$ cat src/motion_intensity_tracker_macros.svh
// Assertion macros shared by the motion intensity tracker RTL.
`ifndef MOTION_INTENSITY_TRACKER_MACROS_SVH
`define MOTION_INTENSITY_TRACKER_MACROS_SVH

// Same-cycle implication, sampled on clk, off while arst_n is low.
`define MIT_ASSERT_NOW(lbl, ante, cons, msg) \
	lbl: assert property (@(posedge clk) disable iff (!arst_n) (ante) |-> (cons)) \
		else $error(msg);

// Next-cycle implication, sampled on clk, off while arst_n is low.
`define MIT_ASSERT_NEXT(lbl, ante, cons, msg) \
	lbl: assert property (@(posedge clk) disable iff (!arst_n) (ante) |=> (cons)) \
		else $error(msg);

`endif

$ cat src/mit_pkg.sv
// Shared types, constants and helpers of the motion intensity tracker.
package mit_pkg;

	localparam int CFG_IDX_W = 2;
	localparam int CFG_DATA_W = 16;

	localparam logic [CFG_IDX_W-1:0] REG_ENABLE      = 2'd0;
	localparam logic [CFG_IDX_W-1:0] REG_HALF_LENGTH = 2'd1;

	localparam logic [15:0] HALF_LENGTH_RST = 16'd32768;
	localparam logic [15:0] DECAY_NUM       = 16'd65470;

	// Operand widths of the shared multiplier and compare-subtract unit
	localparam int MUL_A_W = 25;
	localparam int MUL_B_W = 17;
	localparam int MUL_P_W = MUL_A_W + MUL_B_W;
	localparam int CSU_W   = 32;

	typedef struct packed {
		logic             ge;
		logic [CSU_W-1:0] diff;
	} csu_res_t;

	function automatic logic [15:0] abs16(input logic signed [15:0] x);
		logic [15:0] r;
		r = x[15] ? (~x + 16'd1) : x;
		return r;
	endfunction

endpackage

$ cat src/mit_mul.sv
// Registered unsigned multiplier shared by all products of the tracker.
module mit_mul (
	input  logic                         clk,
	input  logic                         en,
	input  logic [mit_pkg::MUL_A_W-1:0]  a,
	input  logic [mit_pkg::MUL_B_W-1:0]  b,
	output logic [mit_pkg::MUL_P_W-1:0]  p
);

	logic [mit_pkg::MUL_P_W-1:0] p_q;

	// hold the product until the next issue
	always_ff @(posedge clk) begin
		if (en) begin
			p_q <= mit_pkg::MUL_P_W'(a) * mit_pkg::MUL_P_W'(b);
		end
	end

	assign p = p_q;

endmodule

$ cat src/mit_csu.sv
// Compare-subtract unit used by the square root and division steps.
module mit_csu (
	input  logic [mit_pkg::CSU_W-1:0] a,
	input  logic [mit_pkg::CSU_W-1:0] b,
	output mit_pkg::csu_res_t         res
);

	always_comb begin
		res.ge   = (a >= b);
		res.diff = a - b;
	end

endmodule

$ cat src/motion_intensity_tracker.sv
// Top level of the motion intensity tracker: sequencer, state and output register.
//
// Usage: the input channel (in_valid/in_ready) takes one IMU sample. in_ready is high
// only while the sequencer is idle. The output channel (out_valid/out_ready) gives one
// result item per sample, held in an output register until taken. The configuration
// channel (cfg_valid/cfg_ready, cfg_index, cfg_data) is always ready: index 0 writes
// enable, index 1 writes half_length, other indexes are ignored.
// Steps: an enabled sample runs through six product steps and one sum step, 16 square
// root steps on the shared compare-subtract unit, one update step, three divisions of
// one load and eight steps each, and the output step; the sequencer then returns to idle.
// A sample taken while disabled goes straight from idle to the output step and shows up
// with updated low. No new sample is taken before the sequencer is back in idle.
// Reset: enable is 1, half_length is 32768, all peaks and previous values are zero,
// and no result is pending.
// Stall: while the output register holds an untaken item and out_ready is low, the
// finished result waits in the last sequencer step, and no new sample is taken meanwhile.
`include "motion_intensity_tracker_macros.svh"

module motion_intensity_tracker (
	input  logic                                clk,
	input  logic                                arst_n,
	input  logic                                cfg_valid,
	output logic                                cfg_ready,
	input  logic [mit_pkg::CFG_IDX_W-1:0]       cfg_index,
	input  logic [mit_pkg::CFG_DATA_W-1:0]      cfg_data,
	input  logic                                in_valid,
	output logic                                in_ready,
	input  logic signed [15:0]                  gyro_x,
	input  logic signed [15:0]                  gyro_y,
	input  logic signed [15:0]                  gyro_z,
	input  logic signed [15:0]                  accel_x,
	input  logic signed [15:0]                  accel_y,
	input  logic signed [15:0]                  accel_z,
	output logic                                out_valid,
	input  logic                                out_ready,
	output logic                                updated,
	output logic [16:0]                         angular_speed,
	output logic [7:0]                          relative_angular_speed,
	output logic [16:0]                         angular_accel,
	output logic [7:0]                          relative_angular_accel,
	output logic [15:0]                         accel_magnitude,
	output logic [15:0]                         jerk_value,
	output logic [7:0]                          relative_jerk,
	output logic signed [15:0]                  axial_accel,
	output logic [31:0]                         centripetal
);

	localparam logic [3:0] S_IDLE = 4'd0;
	localparam logic [3:0] S_MSQ  = 4'd1;
	localparam logic [3:0] S_MCL  = 4'd2;
	localparam logic [3:0] S_MCH  = 4'd3;
	localparam logic [3:0] S_MAX  = 4'd4;
	localparam logic [3:0] S_MAY  = 4'd5;
	localparam logic [3:0] S_MAZ  = 4'd6;
	localparam logic [3:0] S_MSUM = 4'd7;
	localparam logic [3:0] S_SQRT = 4'd8;
	localparam logic [3:0] S_PREP = 4'd9;
	localparam logic [3:0] S_DLD  = 4'd10;
	localparam logic [3:0] S_DIV  = 4'd11;
	localparam logic [3:0] S_OUT  = 4'd12;

	localparam logic [1:0] SEL_SPEED = 2'd0;
	localparam logic [1:0] SEL_ANG   = 2'd1;
	localparam logic [1:0] SEL_JERK  = 2'd2;

	function automatic logic [31:0] times255(input logic [24:0] v);
		logic [32:0] t;
		t = {v, 8'd0} - {8'd0, v};
		return t[31:0];
	endfunction

	// configuration
	logic        enable_q;
	logic [15:0] half_length_q;

	// sequencer
	logic [3:0] state_q;
	logic [3:0] cnt_q;
	logic [1:0] sel_q;
	logic       upd_q;

	// sample and intermediate values
	logic [16:0]        speed_q;
	logic [15:0]        axa_q;
	logic [15:0]        aya_q;
	logic [15:0]        aza_q;
	logic signed [15:0] ay_raw_q;
	logic [7:0]         sq_q;
	logic [40:0]        cacc_q;
	logic [31:0]        cent_q;
	logic [31:0]        sum_q;
	logic [17:0]        rem_q;
	logic [15:0]        root_q;
	logic [16:0]        ang_q;
	logic [15:0]        jerk_q;
	logic [31:0]        dr_q;
	logic [7:0]         quo_q;
	logic [7:0]         rel_spd_q;
	logic [7:0]         rel_ang_q;
	logic [7:0]         rel_jerk_q;

	// tracker state
	logic [15:0] prev_mag_q;
	logic [16:0] prev_speed_q;
	logic [15:0] peak_jerk_q;
	logic [16:0] peak_ang_q;
	logic [24:0] peak_speed_q;

	// output register
	logic               out_valid_q;
	logic               o_updated_q;
	logic [16:0]        o_speed_q;
	logic [7:0]         o_rel_speed_q;
	logic [16:0]        o_ang_q;
	logic [7:0]         o_rel_ang_q;
	logic [15:0]        o_mag_q;
	logic [15:0]        o_jerk_q;
	logic [7:0]         o_rel_jerk_q;
	logic signed [15:0] o_axial_q;
	logic [31:0]        o_cent_q;

	// shared units
	logic                                mul_en;
	logic [mit_pkg::MUL_A_W-1:0]         mul_a;
	logic [mit_pkg::MUL_B_W-1:0]         mul_b;
	logic [mit_pkg::MUL_P_W-1:0]         mul_p;
	logic [mit_pkg::CSU_W-1:0]           csu_a;
	logic [mit_pkg::CSU_W-1:0]           csu_b;
	mit_pkg::csu_res_t                   csu_res;

	logic [16:0] speed_in;
	logic [24:0] speed_q8;
	logic [24:0] peak_speed_new;
	logic [16:0] ang_new;
	logic [15:0] jerk_new;
	logic [31:0] div_n;
	logic [31:0] div_d;
	logic [48:0] cent_tot;
	logic        out_load;

	mit_mul u_mul (
		.clk (clk),
		.en  (mul_en),
		.a   (mul_a),
		.b   (mul_b),
		.p   (mul_p)
	);

	mit_csu u_csu (
		.a   (csu_a),
		.b   (csu_b),
		.res (csu_res)
	);

	assign cfg_ready = 1'b1;
	assign in_ready  = (state_q == S_IDLE);
	assign speed_in  = {1'b0, mit_pkg::abs16(gyro_x)} + {1'b0, mit_pkg::abs16(gyro_z)};
	assign speed_q8  = {speed_q, 8'd0};
	assign out_load  = (state_q == S_OUT) && (!out_valid_q || out_ready);
	assign cent_tot  = {mul_p[23:0], 25'd0} + {8'd0, cacc_q};

	always_comb begin
		peak_speed_new = (speed_q8 > peak_speed_q) ? speed_q8 : peak_speed_q;
		ang_new  = (speed_q > prev_speed_q) ? (speed_q - prev_speed_q)
		                                    : (prev_speed_q - speed_q);
		jerk_new = (root_q > prev_mag_q) ? (root_q - prev_mag_q) : (prev_mag_q - root_q);
	end

	// dividend and divisor of the current relative figure
	always_comb begin
		case (sel_q)
			SEL_SPEED: begin
				div_n = times255(speed_q8);
				div_d = {7'd0, peak_speed_q};
			end
			SEL_ANG: begin
				div_n = times255({8'd0, ang_q});
				div_d = {15'd0, peak_ang_q};
			end
			SEL_JERK: begin
				div_n = times255({9'd0, jerk_q});
				div_d = {16'd0, peak_jerk_q};
			end
			default: begin
				div_n = '0;
				div_d = '0;
			end
		endcase
	end

	// multiplier operands per sequencer step
	always_comb begin
		mul_en = 1'b1;
		mul_a  = '0;
		mul_b  = '0;
		unique case (state_q)
			S_MSQ: begin
				mul_a = {8'd0, speed_q};
				mul_b = speed_q;
			end
			S_MCL: begin
				mul_a = mul_p[24:0];
				mul_b = {1'b0, half_length_q};
			end
			S_MCH: begin
				mul_a = {17'd0, sq_q};
				mul_b = {1'b0, half_length_q};
			end
			S_MAX: begin
				mul_a = {9'd0, axa_q};
				mul_b = {1'b0, axa_q};
			end
			S_MAY: begin
				mul_a = {9'd0, aya_q};
				mul_b = {1'b0, aya_q};
			end
			S_MAZ: begin
				mul_a = {9'd0, aza_q};
				mul_b = {1'b0, aza_q};
			end
			S_PREP: begin
				mul_a = peak_speed_new;
				mul_b = {1'b0, mit_pkg::DECAY_NUM};
			end
			default: begin
				mul_en = 1'b0;
			end
		endcase
	end

	// compare-subtract operands: root digit trial or shifted divisor
	always_comb begin
		if (state_q == S_SQRT) begin
			csu_a = {12'd0, rem_q, sum_q[31:30]};
			csu_b = {14'd0, root_q, 2'b01};
		end else begin
			csu_a = dr_q;
			csu_b = div_d << cnt_q[2:0];
		end
	end

	always_ff @(posedge clk or negedge arst_n) begin
		if (!arst_n) begin
			enable_q      <= 1'b1;
			half_length_q <= mit_pkg::HALF_LENGTH_RST;
		end else if (cfg_valid && cfg_ready) begin
			unique case (cfg_index)
				mit_pkg::REG_ENABLE:      enable_q      <= cfg_data[0];
				mit_pkg::REG_HALF_LENGTH: half_length_q <= cfg_data;
				default: ;
			endcase
		end
	end

	always_ff @(posedge clk or negedge arst_n) begin
		if (!arst_n) begin
			state_q      <= S_IDLE;
			cnt_q        <= '0;
			sel_q        <= SEL_SPEED;
			upd_q        <= 1'b0;
			prev_mag_q   <= '0;
			prev_speed_q <= '0;
			peak_jerk_q  <= '0;
			peak_ang_q   <= '0;
			peak_speed_q <= '0;
		end else begin
			unique case (state_q)
				S_IDLE: begin
					if (in_valid) begin
						upd_q   <= enable_q;
						state_q <= enable_q ? S_MSQ : S_OUT;
					end
				end
				S_MSQ:  state_q <= S_MCL;
				S_MCL:  state_q <= S_MCH;
				S_MCH:  state_q <= S_MAX;
				S_MAX:  state_q <= S_MAY;
				S_MAY:  state_q <= S_MAZ;
				S_MAZ:  state_q <= S_MSUM;
				S_MSUM: begin
					cnt_q   <= 4'd15;
					state_q <= S_SQRT;
				end
				S_SQRT: begin
					cnt_q <= cnt_q - 4'd1;
					if (cnt_q == 4'd0) begin
						state_q <= S_PREP;
					end
				end
				S_PREP: begin
					prev_mag_q   <= root_q;
					prev_speed_q <= speed_q;
					peak_speed_q <= peak_speed_new;
					if (jerk_new > peak_jerk_q) begin
						peak_jerk_q <= jerk_new;
					end
					if (ang_new > peak_ang_q) begin
						peak_ang_q <= ang_new;
					end
					sel_q   <= SEL_SPEED;
					state_q <= S_DLD;
				end
				S_DLD: begin
					cnt_q   <= 4'd7;
					state_q <= S_DIV;
				end
				S_DIV: begin
					cnt_q <= cnt_q - 4'd1;
					if (cnt_q == 4'd0) begin
						sel_q   <= sel_q + 2'd1;
						state_q <= (sel_q == SEL_JERK) ? S_OUT : S_DLD;
					end
				end
				S_OUT: begin
					if (out_load) begin
						// apply the speed peak decay when the item is loaded into the output register
						if (upd_q) begin
							peak_speed_q <= mul_p[40:16];
						end
						state_q <= S_IDLE;
					end
				end
				default: state_q <= S_IDLE;
			endcase
		end
	end

	// datapath registers
	always_ff @(posedge clk) begin
		case (state_q)
			S_IDLE: begin
				speed_q  <= speed_in;
				axa_q    <= mit_pkg::abs16(accel_x);
				aya_q    <= mit_pkg::abs16(accel_y);
				aza_q    <= mit_pkg::abs16(accel_z);
				ay_raw_q <= accel_y;
			end
			S_MCL: sq_q   <= mul_p[32:25];
			S_MCH: cacc_q <= mul_p[40:0];
			S_MAX: cent_q <= cent_tot[47:16];
			S_MAY: sum_q  <= mul_p[31:0];
			S_MAZ: sum_q  <= sum_q + mul_p[31:0];
			S_MSUM: begin
				sum_q  <= sum_q + mul_p[31:0];
				rem_q  <= '0;
				root_q <= '0;
			end
			S_SQRT: begin
				sum_q <= {sum_q[29:0], 2'b00};
				if (csu_res.ge) begin
					rem_q  <= csu_res.diff[17:0];
					root_q <= {root_q[14:0], 1'b1};
				end else begin
					rem_q  <= csu_a[17:0];
					root_q <= {root_q[14:0], 1'b0};
				end
			end
			S_PREP: begin
				ang_q  <= ang_new;
				jerk_q <= jerk_new;
			end
			S_DLD: begin
				dr_q  <= div_n;
				quo_q <= '0;
			end
			S_DIV: begin
				if (csu_res.ge) begin
					dr_q <= csu_res.diff;
				end
				quo_q[cnt_q[2:0]] <= csu_res.ge;
				if (cnt_q == 4'd0) begin
					// a zero peak gives zero
					case (sel_q)
						SEL_SPEED: rel_spd_q  <= (div_d == '0) ? 8'd0 : {quo_q[7:1], csu_res.ge};
						SEL_ANG:   rel_ang_q  <= (div_d == '0) ? 8'd0 : {quo_q[7:1], csu_res.ge};
						default:   rel_jerk_q <= (div_d == '0) ? 8'd0 : {quo_q[7:1], csu_res.ge};
					endcase
				end
			end
			default: ;
		endcase
	end

	always_ff @(posedge clk or negedge arst_n) begin
		if (!arst_n) begin
			out_valid_q <= 1'b0;
		end else if (out_load) begin
			out_valid_q <= 1'b1;
		end else if (out_ready) begin
			out_valid_q <= 1'b0;
		end
	end

	// disabled items deliver all-zero fields
	always_ff @(posedge clk) begin
		if (out_load) begin
			o_updated_q   <= upd_q;
			o_speed_q     <= upd_q ? speed_q : '0;
			o_rel_speed_q <= upd_q ? rel_spd_q : '0;
			o_ang_q       <= upd_q ? ang_q : '0;
			o_rel_ang_q   <= upd_q ? rel_ang_q : '0;
			o_mag_q       <= upd_q ? prev_mag_q : '0;
			o_jerk_q      <= upd_q ? jerk_q : '0;
			o_rel_jerk_q  <= upd_q ? rel_jerk_q : '0;
			o_axial_q     <= upd_q ? ay_raw_q : '0;
			o_cent_q      <= upd_q ? cent_q : '0;
		end
	end

	assign out_valid              = out_valid_q;
	assign updated                = o_updated_q;
	assign angular_speed          = o_speed_q;
	assign relative_angular_speed = o_rel_speed_q;
	assign angular_accel          = o_ang_q;
	assign relative_angular_accel = o_rel_ang_q;
	assign accel_magnitude        = o_mag_q;
	assign jerk_value             = o_jerk_q;
	assign relative_jerk          = o_rel_jerk_q;
	assign axial_accel            = o_axial_q;
	assign centripetal            = o_cent_q;

	`MIT_ASSERT_NEXT(a_disabled_skips, (in_valid && in_ready && !enable_q), (state_q == S_OUT), "disabled item did not go straight to output")
	`MIT_ASSERT_NOW(a_div_fits, (state_q == S_DIV), ((div_d == 32'd0) || (33'(dr_q) < (33'(div_d) << (4'(cnt_q[2:0]) + 4'd1)))), "division remainder out of range")
	`MIT_ASSERT_NOW(a_out_from_seq, $rose(out_valid_q), $past(state_q == S_OUT), "result appeared outside the output step")
	`MIT_ASSERT_NEXT(a_peak_grows, (state_q == S_PREP), (peak_speed_q >= $past(peak_speed_q)), "speed peak dropped at update")

endmodule
$ cat config.mk
export PLATFORM = sky130hd
export DESIGN_NAME = motion_intensity_tracker
export DESIGN_NICKNAME = d
export VERILOG_FILES = /design/src/mit_pkg.sv /design/src/mit_mul.sv /design/src/mit_csu.sv /design/src/motion_intensity_tracker.sv
export VERILOG_INCLUDE_DIRS = /design/src /design/src/src
export SDC_FILE = /design/constraint.sdc
export NUM_CORES = 2
export LEC_CHECK = 0
export ABC_AREA = 1
export BUFFER_PORTS_ARGS = -buffer_cell sky130_fd_sc_hd__buf_4
export CAP_MARGIN = 5
export CELL_PAD_IN_SITES_DETAIL_PLACEMENT = 2
export CELL_PAD_IN_SITES_GLOBAL_PLACEMENT = 2
export CORE_MARGIN = 2
export CORE_UTILIZATION = 40
export DETAILED_ROUTE_END_ITERATION = 16
export PLACE_DENSITY_LB_ADDON = 0.3
export SYNTH_ARGS = -nofsm -noshare
export SYNTH_HDL_FRONTEND = slang
export SYNTH_HIERARCHICAL = 1
export SYNTH_SLANG_ARGS = --single-unit
$ cat constraint.sdc
create_clock -name clk -period 19.74 [get_ports clk]
set_input_delay 0 -clock clk [delete_from_list [all_inputs] [get_ports clk]]
set_output_delay 0 -clock clk [all_outputs]
set_load 0.02 [all_outputs]
-- Yosys cells after proc, flatten, opt, wreduce, memory -nomap -nowiden
Index checks and enable logic that the tools add are counted.
- register bits: 625
- bits of input ports: 119
- output and inout bits: 142
- logic and storage cells: 174
- add/subtract/negate cells: 18
- $mul: 1
- magnitude comparators: 8
- eq/ne operators: 21
- shift-type cells: 1
- muxes and demuxes: 42
- bitwise gates (word level): 6
- reductions and logical operators: 33
- operators by type and width (kind ; count):
    $pmux 32 s3 ; 2
    $pmux 25 s7 ; 1
    $pmux 17 s6 ; 1
    $mux 32 ; 3
    $add 16x1->16 const B ; 5
    $not 16->16 ; 5
    $mux 25 ; 3
    $pmux 25 s3 ; 1
    $pmux 32 s2 ; 1
    $pmux 4 s13 ; 1
    $pmux 25 s2 ; 1
    $add 48x41->48 ; 1
    $mux 16 ; 3
    $mux 15 ; 3
    $mul 25x17->41 ; 1
    $pmux 18 s2 ; 1
    $gt 17x17->1 ; 2
    $sub 17x17->17 ; 2
    $add 32x32->32 ; 1
    $ge 32x32->1 ; 1
    $gt 16x16->1 ; 2
    $logic_not 32->1 ; 1
    $pmux 16 s2 ; 1
    $shl 32x3->32 ; 1
    other kinds (44) ; 86

-- Longest topological paths before layout
- word-level depth: 7
- mapped depth: 43
- mapped depth without buffers: 40

-- Modules after synthesis
Netlist, hierarchy kept.
- modules (own cells, without submodules) (module ; times used ; cells each ; area an instance (µm²) ; sequential area each (µm²)):
    motion_intensity_tracker ; 1 ; 5031 ; 38187.9 ; 16398.2
    mit_mul ; 1 ; 2139 ; 16100.4 ; 1261.2
    mit_csu ; 1 ; 549 ; 2626.3 ; 0.0

-- Worst setup path after synthesis
Ideal clock, no wire load.
- path type: register to register
- start point: register state_q[3]
- end point: register u_mul.p_q (netlist bit u_mul/p[38]) (data pin)
- setup time: 252 ps
- arrival time: 7331 ps
- data required time: 19488 ps
- slack: 12157 ps
- stages on the path, launching flop included: 29
- path buffers: 2
- clock period less this slack: 7583 ps
- cell sequence: dfrtp_1 -> nor2_1 -> inv_2 -> nor2_1 -> a221oi_1 -> nand3_1 -> clkbuf_1 -> clkbuf_1 -> nand2_1 -> fa_1 -> inv_1 -> fa_1 -> fa_1 -> fa_1 -> fa_1 -> inv_1 -> fa_1 -> inv_1 -> ha_1 -> nand2_1 -> inv_1 -> a21oi_1 -> nor2_1 -> nor2_1 -> nand2_2 -> nand2_1 -> nand2_1 -> nand2_1 -> nand2_1
- elaborated cells on any way between the ends: 11
- those cells by class: mul: 1; eq/ne: 7; mux: 2; reduce/logical: 1
- RTL lines (element ; RTL line ; source):
    start, declared ; motion_intensity_tracker.sv:77 ; logic [3:0] state_q;
    start signal, assigned ; motion_intensity_tracker.sv:271 ; state_q <= enable_q ? S_MSQ : S_OUT;
    start signal, assigned ; motion_intensity_tracker.sv:311 ; state_q <= (sel_q == SEL_JERK) ? S_OUT : S_DLD;
    $eq 4x4->1, or another cell as far along ; motion_intensity_tracker.sv:196 ; unique case (state_q)
    $pmux 25 s7 * ; motion_intensity_tracker.sv:196 ;
    named net mul_a, one bit ; motion_intensity_tracker.sv:124 ; logic [mit_pkg::MUL_A_W-1:0] mul_a;
    $mul 25x17->41 * ; mit_mul.sv:15 ; p_q <= mit_pkg::MUL_P_W'(a) * mit_pkg::MUL_P_W'(b);
    end signal, assigned ; mit_mul.sv:15 ;
    end, declared ; mit_mul.sv:10 ; logic [mit_pkg::MUL_P_W-1:0] p_q;
Mark *: on every way through the listed nets, which the timed path passes. The rest lies on a longest branch.
A chain may end at the register's enable or synchronous reset.

-- Worst setup path after layout
- start point: register speed_q[5]
- end point: register u_mul.p_q (netlist bit u_mul/p[40]) (data pin)
- word-level cells in the longest chain between the ends: 4
- elaborated cells on any way between the ends: 5
- those cells by class: mul: 1; order compare: 1; mux: 3
- RTL lines (element ; RTL line ; source):
    start, declared ; motion_intensity_tracker.sv:83 ; logic [16:0] speed_q;
    start signal, assigned ; motion_intensity_tracker.sv:332 ; speed_q <= speed_in;
    $gt 25x25->1 ; motion_intensity_tracker.sv:163 ; peak_speed_new = (speed_q8 > peak_speed_q) ? speed_q8 : peak_speed_q;
    $mux 25 ; motion_intensity_tracker.sv:163 ;
    $pmux 25 s7 ; motion_intensity_tracker.sv:196 ;
    named net mul_a, one bit ; motion_intensity_tracker.sv:124 ;
    $mul 25x17->41 ; mit_mul.sv:15 ;
The timed path passes the listed nets, and every way through them passes these cells.

==> flow_summary_export.csv <==
group,metric,value,unit
sta,worst_pin_slew,1630,ps
sta,slew_viol_final,2,
critical_path,timing.rr.start,"speed_q[5]",
clock_network,clock-sinks,607,
critical_path,crit_top_cell,"nand2_1",
global_routing,grt_pass1_wl,472,mm
critical_path,crit_family,"simple AND/OR/NAND/NOR gates",
flow_run,max_cap_viol_count,1,
global_routing,grt_pass1_vias,67600,
sta,hold_violations,0,
synth,syn_inst,7698,
clock_network,htreeDepth,3,
sta,rsz0062_at_grt,"no",
clock_network,clkLatencyLatePin,770,ps
detailed_routing,ant_nets,0,
clock_network,clockBufferDepth,3,
placement,hpwl,198,mm
clock_network,post_cts_buffers,0,
critical_path,cp_slowest_stage_delay,1270,ps
clock_network,cts_resized,0,
cells_and_area,area_growth,13.1,%
placement,io_buffer_count,243,
global_routing,antenna_found_initial,48,
clock_network,cts_hold_buf,102,
sta,relSlewSlack,-0.0836,
die,core_area,0.141,mm^2
global_routing,grt_max_degree,102,
synth,synth.avg_cell_area,7.38,um^2
detailed_routing,wl_per_cell,32.9,um
critical_path,path_class,"reg -> reg",
hold_path,hp-class,"in -> reg",
placement,place.gp.congestion,0.942,
detailed_routing,drt_iter0_drc,5657,
hold_path,hold_start,"accel_z[0]",
die,start_util,0.402,
sta,post-route-min-period,12050,ps
synth,yosysWarnings,6,
critical_path,critPathSlowestCell,"nand2_1",
global_routing,grt_overflow,0,
critical_path,critPathLaunchType,"flop",
sta,skew,71.0,ps
global_routing,grt_use_total,0.445,
critical_path,cp_data_required_time,20210,ps
detailed_routing,wl,327,mm
clock_network,clk_pin_slew,80,ps
critical_path,arrival,12520,ps
sta,whs,33.9,ps
die,io_pins,261,
cells_and_area,fillers,16500,
sta,fmax,0.0830,GHz
cells_and_area,fin_util,0.455,
placement,place_area,0.0606,mm^2
detailed_routing,vias,60200,
die,die-height,381,um
cells_and_area,drive_above_1_share,0.0736,
die,die_area,0.145,mm^2
critical_path,end_kind,"flop",
detailed_routing,routed_via_density,6.06,
detailed_routing,dr.pass1.iters,7,
run_status,failed_checks,"max-capacitance violations, max-slew violations",
clock_network,cts-root-buf,"clkbuf_16",
cells_and_area,layout.nets,8806,
sta,setup_tns,0,ps
sta,period_share,0.611,
critical_path,crit_buf_inv,7,
synth,synthesis.nets,8533,
synth,netlist_area,0.0568,mm^2
critical_path,crit_fanout,31,
critical_path,crit_start,"speed_q[5]",
die,die_w,381,um
clock_network,cts_buffers,78,
cells_and_area,stdcell_area,0.0642,mm^2
die,rows,138,
run_status,outcome,"complete, but fails checks",
clock_network,cts_tree,"built",
detailed_routing,drc,0,
sta,setup_viol,0,
## layout make-up
| class | count | area [um^2] | share of cell area |
|---|---|---|---|
| inverter | 1626 | 6110 | 0.0951 |
| clock inverter | 35 | 359 | 0.00559 |
| timing repair buffer | 423 | 3450 | 0.0538 |
| multi-input combinational | 5235 | 32200 | 0.501 |
| clock buffer | 103 | 2100 | 0.0326 |
| tap | 1890 | 2360 | 0.0368 |
| antenna | 15 | 37.5 | 0.000585 |
| sequential | 607 | 17600 | 0.275 |
## state kept, by name (all words and copies together), names as in the netlist, 18 cells and up
name / count
cent_q: 32
sum_q: 32
peak_speed_q: 25
centripetal: 32
dr_q: 32
cacc_q: 25
u_mul/p: 41
rem_q: 18
## cell usage in the layout, fill, tap and decap left out, drive strengths merged, types with 3 or more instances in the layout
cell and n:
nand3b 25, dlygate4sd3 101, a21boi 5, diode 15
nor3 60, xor2 135, a22oi 3, edfxtp 487
o221ai 7, nand4 60, dfrtp 118, buf 321
clkinvlp 3, mux2i 4, a31oi 10, nor4 15
and2 6, mux2 15, clkinv 27, nand2 2474
nor2 498, a21o 14, a221oi 12, ha 364
bufinv 6, o22ai 29, o21a 4, o21ai 324
or2 12, nand3 434, o21bai 13, o211ai 6
a21oi 294, xnor2 37, inv 1625, fa 352
clkbuf 104, a22o 7
## per-stage QoR
step                      std cells  worst slack (ps)
after global placement         9675             10150
final                          9934              7690
after floorplan                7698             12160
after global routing           9923              7700
after CTS                      9915              9310
after detailed placement       9675              9680
## path summary, 6_finish.rpt
kind / to / slack [ps] / depth (start not counted)
min reg2reg: cent_q[2] / 420 / 0
max reg2reg: u_mul/p[40] / 7690 / 34
min in group asynchronous: enable_q / 330 / 3
min: aza_q[0] / 30 / 2
max in group asynchronous: upd_q / 18060 / 4
max: u_mul/p[40] / 7690 / 34
## routing by layer
layer | GRT usage | vias up | share of wire
met3 | 0.152 | 2118 | 0.088
met4 | 0.445 | 44 | 0.12
met1 | 0.441 | 29800 | 0.33
met5 | 0.00893 | - | 0.0012
met2 | 0.719 | 3842 | 0.46
li1 | - | 24400 | -
Power is left out: the tool's default activity adds up to more than one toggle a clock period on the data nets, which glitch-free logic cannot reach.
